<file path="src/pointer_position_tracker_macros.svh">
// assertion macros for the pointer position tracker
`ifndef POINTER_POSITION_TRACKER_MACROS_SVH
`define POINTER_POSITION_TRACKER_MACROS_SVH

`ifndef SYNTHESIS
`define PPT_ASSERT_IMP(label, ante, cons) \
	label: assert property (@(posedge clk) disable iff (!arst_n) (ante) |-> (cons)) \
		else $error("pointer tracker check failed");
`define PPT_ASSERT_NEXT(label, ante, cons) \
	label: assert property (@(posedge clk) disable iff (!arst_n) (ante) |=> (cons)) \
		else $error("pointer tracker check failed");
`else
`define PPT_ASSERT_IMP(label, ante, cons)
`define PPT_ASSERT_NEXT(label, ante, cons)
`endif

`endif

</file>
<file path="src/ppt_pkg.sv">
// types, codes and step tables of the pointer position tracker
`timescale 1ns / 1ps

package ppt_pkg;

	localparam int POT_CAP = 228;
	localparam int POS_W   = 10;

	localparam logic [1:0] OP_POLL = 2'd0;
	localparam logic [1:0] OP_INIT = 2'd1;
	localparam logic [1:0] OP_WARP = 2'd2;

	localparam logic [2:0] KIND_NONE      = 3'd0;
	localparam logic [2:0] KIND_ST_MOUSE  = 3'd1;
	localparam logic [2:0] KIND_ALT_MOUSE = 3'd2;
	localparam logic [2:0] KIND_TRACKBALL = 3'd3;
	localparam logic [2:0] KIND_TABLET    = 3'd4;
	localparam logic [2:0] KIND_POT_MOUSE = 3'd5;

	typedef struct packed {
		logic [1:0]         opcode;
		logic [7:0]         port_lines;
		logic               trigger_a;
		logic               trigger_b;
		logic [7:0]         pot_a;
		logic [7:0]         pot_b;
		logic [7:0]         pot_c;
		logic [7:0]         pot_d;
		logic [3:0]         pots_busy;
		logic signed [15:0] target_x;
		logic signed [15:0] target_y;
	} sample_t;

	typedef struct packed {
		logic [9:0]         pos_x;
		logic [7:0]         pos_y;
		logic [2:0]         button_bits;
		logic signed [15:0] wheel_count;
		logic               start_scan;
		logic               device_found;
	} result_t;

	// gray-code quadrature step, index is previous pair then current pair
	function automatic logic signed [1:0] gray_step(input logic [3:0] idx);
		logic signed [1:0] s;
		begin
			unique case (idx)
				4'd1, 4'd7, 4'd8, 4'd14: s = 2'sd1;
				4'd2, 4'd4, 4'd11, 4'd13: s = -2'sd1;
				default: s = 2'sd0;
			endcase
			return s;
		end
	endfunction

	// direction-and-pulse step
	function automatic logic signed [1:0] dirpulse_step(input logic [3:0] idx);
		logic signed [1:0] s;
		begin
			unique case (idx)
				4'd3, 4'd6, 4'd11, 4'd14: s = 2'sd1;
				4'd1, 4'd4, 4'd9, 4'd12: s = -2'sd1;
				default: s = 2'sd0;
			endcase
			return s;
		end
	endfunction

	// pot reading valid when bits 6 and 7 differ
	function automatic logic pot_ok(input logic [7:0] p);
		return p[7] ^ p[6];
	endfunction

	// 7-bit wrapped difference, halved toward zero
	function automatic logic signed [6:0] pot_delta(input logic [7:0] ref_v,
			input logic [7:0] now_v);
		logic [7:0]        diff;
		logic signed [7:0] d;
		logic signed [7:0] h;
		begin
			diff = now_v - ref_v;
			d = {diff[6], diff[6:0]};
			h = (d + {7'd0, d[7]}) >>> 1;
			return h[6:0];
		end
	endfunction

endpackage

</file>
<file path="src/ppt_stream_if.sv">
// valid/ready channel carrying one word
`timescale 1ns / 1ps

interface ppt_stream_if #(
	parameter type word_t = logic
);
	logic  valid;
	logic  ready;
	word_t data;

	modport source (output valid, output data, input ready);
	modport sink (input valid, input data, output ready);
endinterface

</file>
<file path="src/pointer_position_tracker.sv">
// pointer position tracker top level
// a taken word waits in input register word_s1, then goes into result register out_q when free
// throughput: one word per cycle while result.ready stays high
// while a result waits to be taken the input register still holds one word
// arst_n clears device kind, pointer, buttons, wheel and all decode state
`timescale 1ns / 1ps

`include "pointer_position_tracker_macros.svh"

module pointer_position_tracker
	import ppt_pkg::*;
#(
	parameter int SCREEN_WIDTH  = 640,
	parameter int SCREEN_HEIGHT = 240
) (
	input  logic             clk,
	input  logic             arst_n,
	input  logic             cfg_we,
	input  logic [2:0]       cfg_data,
	ppt_stream_if.sink       sample,
	ppt_stream_if.source     result
);

	localparam logic signed [16:0] X_TOP = 17'(SCREEN_WIDTH - 1);
	localparam logic signed [16:0] Y_TOP = 17'(SCREEN_HEIGHT - 1);

	// stage and result registers
	sample_t       word_s1;
	logic          vld_s1;
	result_t       out_q;
	logic          out_vld_q;
	logic          adv;

	// tracker state
	logic [2:0]         kind_q;
	logic [POS_W-1:0]   cur_x_q, cur_y_q;
	logic [2:0]         buttons_q;
	logic signed [15:0] wheel_q;
	logic [1:0]         prev_x_q, prev_y_q;
	logic               scan_pending_q, found_q, found_port_q;
	logic [7:0]         ref_x_q, ref_y_q;
	logic [1:0]         phase_q;

	// next state
	logic [POS_W-1:0]   cur_x_d, cur_y_d;
	logic [2:0]         buttons_d;
	logic signed [15:0] wheel_d;
	logic [1:0]         prev_x_d, prev_y_d;
	logic               scan_pending_d, found_d, found_port_d;
	logic [7:0]         ref_x_d, ref_y_d;
	logic [1:0]         phase_d;
	logic               start;

	// decode helpers
	logic [3:0]         nib0;
	logic [1:0]         pair_x, pair_y;
	logic signed [1:0]  step_x, step_y, wheel_step;
	logic [POS_W-1:0]   tgt_x, tgt_y, quad_x, quad_y, pot_x_pos, pot_y_pos;
	logic [7:0]         cap_x, cap_y;
	logic [POS_W-1:0]   tab_x [0:POT_CAP];
	logic [POS_W-1:0]   tab_y [0:POT_CAP];
	logic               ok0, ok1, port_sel;
	logic [7:0]         sel_px, sel_py;
	logic signed [6:0]  dx, dy;
	logic [3:0]         sel_nib;
	logic               sel_trg;

	function automatic logic [POS_W-1:0] clamp_pos(input logic signed [16:0] v,
			input logic signed [16:0] top);
		logic [POS_W-1:0] r;
		begin
			if (v < 17'sd0) begin
				r = '0;
			end else if (v > top) begin
				r = top[POS_W-1:0];
			end else begin
				r = v[POS_W-1:0];
			end
			return r;
		end
	endfunction

	// tablet scaling tables, worked out at elaboration
	for (genvar i = 0; i <= POT_CAP; i++) begin : g_scale
		assign tab_x[i] = POS_W'((i * (SCREEN_WIDTH - 1)) / POT_CAP);
		assign tab_y[i] = POS_W'((i * (SCREEN_HEIGHT - 1)) / POT_CAP);
	end

	assign adv          = vld_s1 && (!out_vld_q || result.ready);
	assign sample.ready = !vld_s1 || adv;
	assign result.valid = out_vld_q;
	assign result.data  = out_q;

	// line pairs for the quadrature kinds
	always_comb begin
		nib0 = word_s1.port_lines[3:0];
		if (kind_q == KIND_ALT_MOUSE) begin
			pair_x = {nib0[3], nib0[1]};
			pair_y = {nib0[2], nib0[0]};
		end else begin
			pair_x = {nib0[0], nib0[1]};
			pair_y = {nib0[2], nib0[3]};
		end
		if (kind_q == KIND_TRACKBALL) begin
			step_x = dirpulse_step({prev_x_q, pair_x});
			step_y = dirpulse_step({prev_y_q, pair_y});
		end else begin
			step_x = gray_step({prev_x_q, pair_x});
			step_y = gray_step({prev_y_q, pair_y});
		end
		quad_x = clamp_pos(17'($signed({1'b0, cur_x_q})) + 17'(step_x), X_TOP);
		quad_y = clamp_pos(17'($signed({1'b0, cur_y_q})) + 17'(step_y), Y_TOP);
		tgt_x  = clamp_pos(17'(word_s1.target_x), X_TOP);
		tgt_y  = clamp_pos(17'(word_s1.target_y), Y_TOP);
	end

	// tablet and pot mouse decode
	always_comb begin
		cap_x = (word_s1.pot_a > 8'(POT_CAP)) ? 8'(POT_CAP) : word_s1.pot_a;
		cap_y = (word_s1.pot_b > 8'(POT_CAP)) ? 8'(POT_CAP) : word_s1.pot_b;
		ok0 = pot_ok(word_s1.pot_a) && pot_ok(word_s1.pot_b);
		ok1 = pot_ok(word_s1.pot_c) && pot_ok(word_s1.pot_d);
		if (found_q) begin
			port_sel = found_port_q;
		end else begin
			port_sel = !ok0;
		end
		sel_px  = port_sel ? word_s1.pot_c : word_s1.pot_a;
		sel_py  = port_sel ? word_s1.pot_d : word_s1.pot_b;
		sel_nib = port_sel ? word_s1.port_lines[7:4] : word_s1.port_lines[3:0];
		sel_trg = port_sel ? word_s1.trigger_b : word_s1.trigger_a;
		dx = pot_delta(ref_x_q, sel_px);
		dy = pot_delta(ref_y_q, sel_py);
		pot_x_pos = clamp_pos(17'($signed({1'b0, cur_x_q})) + 17'(dx), X_TOP);
		pot_y_pos = clamp_pos(17'($signed({1'b0, cur_y_q})) + 17'(dy), Y_TOP);
		wheel_step = gray_step({phase_q, sel_nib[1:0]});
	end

	// next-state logic for the word in the input register
	always_comb begin
		cur_x_d        = cur_x_q;
		cur_y_d        = cur_y_q;
		buttons_d      = buttons_q;
		wheel_d        = wheel_q;
		prev_x_d       = prev_x_q;
		prev_y_d       = prev_y_q;
		scan_pending_d = scan_pending_q;
		found_d        = found_q;
		found_port_d   = found_port_q;
		ref_x_d        = ref_x_q;
		ref_y_d        = ref_y_q;
		phase_d        = phase_q;
		start          = 1'b0;
		unique case (word_s1.opcode)
			OP_INIT: begin
				buttons_d      = '0;
				wheel_d        = '0;
				cur_x_d        = tgt_x;
				cur_y_d        = tgt_y;
				prev_x_d       = pair_x;
				prev_y_d       = pair_y;
				found_d        = 1'b0;
				phase_d        = '0;
				scan_pending_d = (kind_q == KIND_TABLET) || (kind_q == KIND_POT_MOUSE);
				start          = scan_pending_d;
			end
			OP_WARP: begin
				cur_x_d = tgt_x;
				cur_y_d = tgt_y;
			end
			OP_POLL: begin
				unique case (kind_q)
					KIND_ST_MOUSE, KIND_ALT_MOUSE, KIND_TRACKBALL: begin
						cur_x_d   = quad_x;
						cur_y_d   = quad_y;
						prev_x_d  = pair_x;
						prev_y_d  = pair_y;
						buttons_d = {1'b0, ~word_s1.trigger_b, ~word_s1.trigger_a};
					end
					KIND_TABLET: begin
						if (!(scan_pending_q && (word_s1.pots_busy[1:0] != 2'b00))) begin
							cur_x_d        = tab_x[cap_x];
							cur_y_d        = tab_y[cap_y];
							buttons_d      = {1'b0, ~word_s1.trigger_b, ~word_s1.trigger_a};
							scan_pending_d = 1'b1;
							start          = 1'b1;
						end
					end
					KIND_POT_MOUSE: begin
						if (!(scan_pending_q && (word_s1.pots_busy != 4'd0))) begin
							if (!found_q) begin
								if (ok0 || ok1) begin
									found_d      = 1'b1;
									found_port_d = port_sel;
									ref_x_d      = sel_px;
									ref_y_d      = sel_py;
								end
							end else if (pot_ok(sel_px) && pot_ok(sel_py)) begin
								if (dx != 7'sd0) begin
									ref_x_d = sel_px;
								end
								if (dy != 7'sd0) begin
									ref_y_d = sel_py;
								end
								cur_x_d = pot_x_pos;
								cur_y_d = pot_y_pos;
							end
							if (found_d) begin
								buttons_d = {~sel_nib[3], ~sel_nib[2], ~sel_trg};
								wheel_d   = wheel_q + 16'(wheel_step);
								phase_d   = sel_nib[1:0];
							end
							scan_pending_d = 1'b1;
							start          = 1'b1;
						end
					end
					default: begin
					end
				endcase
			end
			default: begin
			end
		endcase
	end

	always_ff @(posedge clk or negedge arst_n) begin
		if (!arst_n) begin
			kind_q <= KIND_NONE;
		end else if (cfg_we) begin
			kind_q <= cfg_data;
		end
	end

	always_ff @(posedge clk or negedge arst_n) begin
		if (!arst_n) begin
			vld_s1    <= 1'b0;
			out_vld_q <= 1'b0;
		end else begin
			if (sample.ready) begin
				vld_s1 <= sample.valid;
			end
			if (adv) begin
				out_vld_q <= 1'b1;
			end else if (result.ready) begin
				out_vld_q <= 1'b0;
			end
		end
	end

	always_ff @(posedge clk) begin
		if (sample.ready && sample.valid) begin
			word_s1 <= sample.data;
		end
		if (adv) begin
			out_q.pos_x        <= cur_x_d;
			out_q.pos_y        <= cur_y_d[7:0];
			out_q.button_bits  <= buttons_d;
			out_q.wheel_count  <= wheel_d;
			out_q.start_scan   <= start;
			out_q.device_found <= found_d;
		end
	end

	always_ff @(posedge clk or negedge arst_n) begin
		if (!arst_n) begin
			cur_x_q        <= '0;
			cur_y_q        <= '0;
			buttons_q      <= '0;
			wheel_q        <= '0;
			prev_x_q       <= '0;
			prev_y_q       <= '0;
			scan_pending_q <= 1'b0;
			found_q        <= 1'b0;
			found_port_q   <= 1'b0;
			ref_x_q        <= '0;
			ref_y_q        <= '0;
			phase_q        <= '0;
		end else if (adv) begin
			cur_x_q        <= cur_x_d;
			cur_y_q        <= cur_y_d;
			buttons_q      <= buttons_d;
			wheel_q        <= wheel_d;
			prev_x_q       <= prev_x_d;
			prev_y_q       <= prev_y_d;
			scan_pending_q <= scan_pending_d;
			found_q        <= found_d;
			found_port_q   <= found_port_d;
			ref_x_q        <= ref_x_d;
			ref_y_q        <= ref_y_d;
			phase_q        <= phase_d;
		end
	end

	`PPT_ASSERT_IMP(a_pos_on_screen, out_vld_q,
		(17'($signed({1'b0, cur_x_q})) <= X_TOP) && (17'($signed({1'b0, cur_y_q})) <= Y_TOP))
	`PPT_ASSERT_IMP(a_result_tracks_state, out_vld_q,
		(out_q.pos_x == cur_x_q) && (out_q.device_found == found_q) && (out_q.wheel_count == wheel_q))
	`PPT_ASSERT_IMP(a_start_marks_pending, out_vld_q && out_q.start_scan, scan_pending_q)
	`PPT_ASSERT_NEXT(a_idle_kind_holds, adv && (word_s1.opcode == OP_POLL) && (kind_q == KIND_NONE),
		$stable(cur_x_q) && $stable(cur_y_q) && $stable(wheel_q))

endmodule

</file>
<file path="src/flat_wrapper.sv">
// flat-port wrapper written by rule: the top's interface ports become plain ports
module pointer_position_tracker_flat import ppt_pkg::*;
#(
	parameter int SCREEN_WIDTH  = 640,
	parameter int SCREEN_HEIGHT = 240
)
  (clk, arst_n, cfg_we, cfg_data, sample_valid, sample_data, sample_ready, result_valid, result_data, result_ready);
  ppt_stream_if #(.word_t(sample_t)) sample_i ();
  ppt_stream_if #(.word_t(result_t)) result_i ();
  input  logic clk;
  input  logic arst_n;
  input  logic cfg_we;
  input  logic [2:0] cfg_data;
  input wire logic [$bits(sample_i.valid)-1:0] sample_valid;
  input wire logic [$bits(sample_i.data)-1:0] sample_data;
  output wire logic [$bits(sample_i.ready)-1:0] sample_ready;
  output wire logic [$bits(result_i.valid)-1:0] result_valid;
  output wire logic [$bits(result_i.data)-1:0] result_data;
  input wire logic [$bits(result_i.ready)-1:0] result_ready;
  assign sample_i.valid = sample_valid;
  assign sample_i.data = sample_data;
  assign sample_ready = sample_i.ready;
  assign result_valid = result_i.valid;
  assign result_data = result_i.data;
  assign result_i.ready = result_ready;
  pointer_position_tracker #(.SCREEN_WIDTH(SCREEN_WIDTH), .SCREEN_HEIGHT(SCREEN_HEIGHT)) u_core (.clk(clk), .arst_n(arst_n), .cfg_we(cfg_we), .cfg_data(cfg_data), .sample(sample_i), .result(result_i));
endmodule
</file>
<file path="config.mk">
export PLATFORM = sky130hd
export DESIGN_NAME = pointer_position_tracker_flat
export DESIGN_NICKNAME = d
export VERILOG_FILES = /design/src/ppt_pkg.sv /design/src/ppt_stream_if.sv /design/src/pointer_position_tracker.sv /design/src/flat_wrapper.sv
export VERILOG_INCLUDE_DIRS = /design/src /design/src/src
export SDC_FILE = /design/constraint.sdc
export NUM_CORES = 1
export LEC_CHECK = 0
export ABC_AREA = 1
export BUFFER_PORTS_ARGS = -buffer_cell sky130_fd_sc_hd__buf_2
export CAP_MARGIN = 20
export CORE_MARGIN = 2
export CORE_UTILIZATION = 40
export CTS_CLUSTER_DIAMETER = 50
export CTS_CLUSTER_SIZE = 30
export DETAILED_ROUTE_END_ITERATION = 8
export GPL_ROUTABILITY_DRIVEN = 1
export HOLD_SLACK_MARGIN = 0.15
export PLACE_DENSITY_LB_ADDON = 0.15
export SYNTH_ARGS = -nofsm -noshare
export SYNTH_HDL_FRONTEND = slang
export SYNTH_SLANG_ARGS = --single-unit
</file>
<file path="constraint.sdc">
create_clock -name clk -period 9.37 [get_ports clk]
set_input_delay 1.874 -clock clk [delete_from_list [all_inputs] [get_ports clk]]
set_output_delay 1.874 -clock clk [all_outputs]
set_load 0.02 [all_outputs]
</file>
==> out/results.ini <==
[cts]
clkTransAtPathRegs_ns = 0.08
clk_path_buf_depth = 2
cts_inserted_buffers = 17
cts_resized = 0
tritoncts = built
cts_setup_buffers = 0
ctsHoldBuffers = 0
cts_num_sinks = 186
clkLatencyLatePin_ns = 0.47
htreeDepth = 4
root_buffer = clkbuf_16

[timing]
worst_slew_pin_slew_ns = 0.971
final.setup.tns_ns = 0
skew_ns = 0.0187
rsz0062_at_grt = no
finalMaxSlewViolations = 0
setup-violations-final = 0
fin_ws_ns = 3.19
period_share_pct = 65.9
max_clock_freq_ghz = 0.162
min_period_ns = 6.18
max_slew_margin_pct = 35.3
whs_ns = 0.506
finalHoldViolations = 0

[final_layout]
area_delta_synth_final_pct = 11.2
diodes = 0
drive_gt1_share_pct = 10.7
fillerInstances = 4034
nets = 2574

[placed_design]
portBuffers = 128
gp_congestion = 0.965
pre_cts_ws_ns = 3.30
hpwl_mm = 37.4

[yosys]
synth_top_area_share_pct = 22.4
avgSynthCellArea_um2 = 7.10
yosys_warnings = 0
synth.net_count = 2467
yosysUniqueCellTypes = 61
yosys.area.top_type = edfxtp_1
synth_simple_gate_area_share_pct = 29.9
synth_async_sr_flop_share_pct = 36.0
synth_xor_area_share_pct = 2.94
synth_edf_count = 119
mappedNetlistArea_um2 = 16000
synthFlopType = edfxtp_1
ys_seq_area_share_pct = 32.9
synth_top_family_by_area = simple AND/OR/NAND/NOR gates
synth_seq_cells = 186
synth.area.mux_share_pct = 0
synth_fa_ha_area_share_pct = 10.3
netlist_top_cells_area = edfxtp_1 22%, nand2_1 14%, dfrtp_1 10%
synthCells = 2252
synth_compound_area_share_pct = 15.4

[worst_setup_path]
slowest_delay_ns = 0.57
crit_top_cell = nand2_1
rr_worst_depth = 34
end_kind = flop
cp.required_ns = 9.68
start_kind = flop
crit_path_max_fanout = 14
worst_path_max_delay_cell = o21ai_2
reg2reg_to = u_core.result.data[22]
r2r_start = u_core.word_s1[66]
cp.arrival_ns = 6.48
rrSetupSlack_ns = 3.19
crit_type = reg2reg

[power_and_ir_drop]
leakagePower_nw = 8.68
powerDensity_nw_per_um2 = 261
peakVddDrop_uv = 158
total_power_mw = 4.64

[hold_path]
worst_hold_path.endpoint = u_core.wheel_q[15]
hold_depth = 2
hp-class = reg2reg
holdCritStartpoint = u_core.wheel_q[15]

[floorplan]
core_um2 = 39500
ioPinCount = 129
die_x_um = 204
die_area_um2 = 41600
die_h_um = 204
initial_core_util_pct = 40.4
rows = 73

[route]
drt_iter0_drc = 1252
via_per_inst = 5.40
first_pass_iters = 8
drt-total-wl_mm = 49.5
final_antenna_net_count = 0
vias = 15700
post_drt_wl_per_cell_um = 17.1
drc = 0

[global_routing]
grt_pass1_vias = 14800
grt_pass1_wl_mm = 79.1
grt-ovfl-total = 0
track_usage_pct = 24.2
grt_antenna_before_repair = 1
grt_max_degree = 81

[status]
status = finished, final reports clean

[run]
maxCapViolCount = 0

state kept, by name, indices dropped and copies added (netlist names), 4 cells and up:
register            count
u_core.wheel_q         16
u_core.cur_y_q         10
u_core.cur_x_q         10
u_core.word_s1         76
u_core.ref_x_q          7
u_core.result.data     39
u_core.nib0             4
u_core.ref_y_q          7
final cells by class:
cell class / instances / area [um^2] / share of cell area [%]
flip-flops and latches: 186 / 5250 / 29.5
clock inverters: 14 / 158 / 0.887
repair buffers: 140 / 791 / 4.45
well taps: 525 / 657 / 3.70
clock buffers: 18 / 429 / 2.42
inverters: 302 / 1140 / 6.40
multi-input cells: 1712 / 9350 / 52.6
synthesized netlist by cell type, types with 5 or more instances:
library cell,instances
nor3_1,17
o21a_1,5
o21ai_0,164
nand4_1,27
nand3_2,6
inv_1,283
nand2_1,611
buf_2,14
xnor2_1,16
nand3b_1,14
or2_2,26
a21boi_1,13
a31oi_1,9
o22ai_1,20
clkbuf_1,29
inv_2,12
ha_1,120
o21ai_1,17
fa_1,7
o211ai_1,19
a21boi_0,7
clkinv_1,6
o21bai_1,9
edfxtp_1,119
dfrtp_1,67
o31ai_1,5
nand2_2,8
a21oi_1,148
xor2_1,34
nand3_1,206
nor2_1,154
nor2_2,6
where the power goes:
| part | switching (mW) | leakage (nW) | internal, mW |
|---|---|---|---|
| clock network | 0.358 | 0.290 | 0.379 |
| registers | 0.134 | 1.99 | 1.03 |
| logic | 1.79 | 6.40 | 0.941 |
stage by stage:
| stage | area (um^2) | util (%) | instances |
|---|---|---|---|
| 3_5_place_dp | 17100 | 43.2 | 2862 |
| 5_1_grt | 17800 | 44.9 | 2897 |
| 4_1_cts | 17700 | 44.7 | 2894 |
| 2_1_floorplan | 16000 | - | 2252 |
| 3_3_place_gp | 17100 | 43.2 | 2862 |
| 6_report | 17800 | 44.9 | 2897 |
layer usage:
metal,track usage (%),up-vias,routed length (um)
met5,0,-,0
met4,8.52,0,1230
met3,2.85,82,2430
met2,39.8,521,23100
met1,33.0,7322,22700
li1,-,7733,-
logic make-up (layout without fill, tap and decap cells):
| kind of cell | after synthesis | count (layout) |
|---|---|---|
| AND/OR/NAND/NOR | 1095 | 1095 |
| AO/OA/AOI/OAI | 438 | 438 |
| buffers and inverters | 354 | 474 |
| flip-flops | 186 | 186 |
| adder cells (fa/ha/maj) | 127 | 127 |
| XOR/XNOR | 52 | 52 |
cells in the final DEF (no fill, tap or decap), types with 8 or more instances in the layout:
master	Yosys	routed
a21boi_1	13	13
a21oi_1	148	147
a31oi_1	9	9
buf_2	14	128
buf_4	4	9
clkbuf_16	0	17
dfrtp_1	67	67
edfxtp_1	119	119
ha_1	120	120
inv_1	283	282
inv_2	12	13
nand2_1	611	611
nand2_2	8	8
nand3_1	206	206
nand3b_1	14	14
nand4_1	27	27
nor2_1	154	154
nor3_1	17	17
o211ai_1	19	19
o21ai_0	164	164
o21ai_1	17	17
o21bai_1	9	9
o22ai_1	20	20
or2_2	26	26
xnor2_1	16	16
xor2_1	34	34
worst max-delay path, delay by kind of cell, from the launching register on:
| family | cells | cell delay [ns] |
|---|---|---|
| compound gates | 4 | 1.23 |
| fa+ha+maj | 5 | 1.53 |
| flops | 1 | 0.51 |
| buf+inv | 3 | 0.20 |
| xor+xnor | 1 | 0.22 |
| simple gates | 21 | 2.32 |
worst max-delay path by stage:
stage / from / slack (ns) / depth (start not counted) / endpoint
2_1_floorplan: u_core.word_s1[66] / 4.08 / 33 / u_core.result.data[31]
3_3_place_gp: u_core.word_s1[66] / 3.48 / 34 / u_core.result.data[24]
3_5_place_dp: u_core.word_s1[66] / 3.30 / 34 / u_core.result.data[24]
4_1_cts: u_core.word_s1[66] / 3.27 / 34 / u_core.result.data[24]
5_1_grt: u_core.word_s1[66] / 2.51 / 34 / u_core.result.data[24]
6_report: u_core.word_s1[66] / 3.19 / 34 / u_core.result.data[22]
Power figures use the tool's default switching activity.
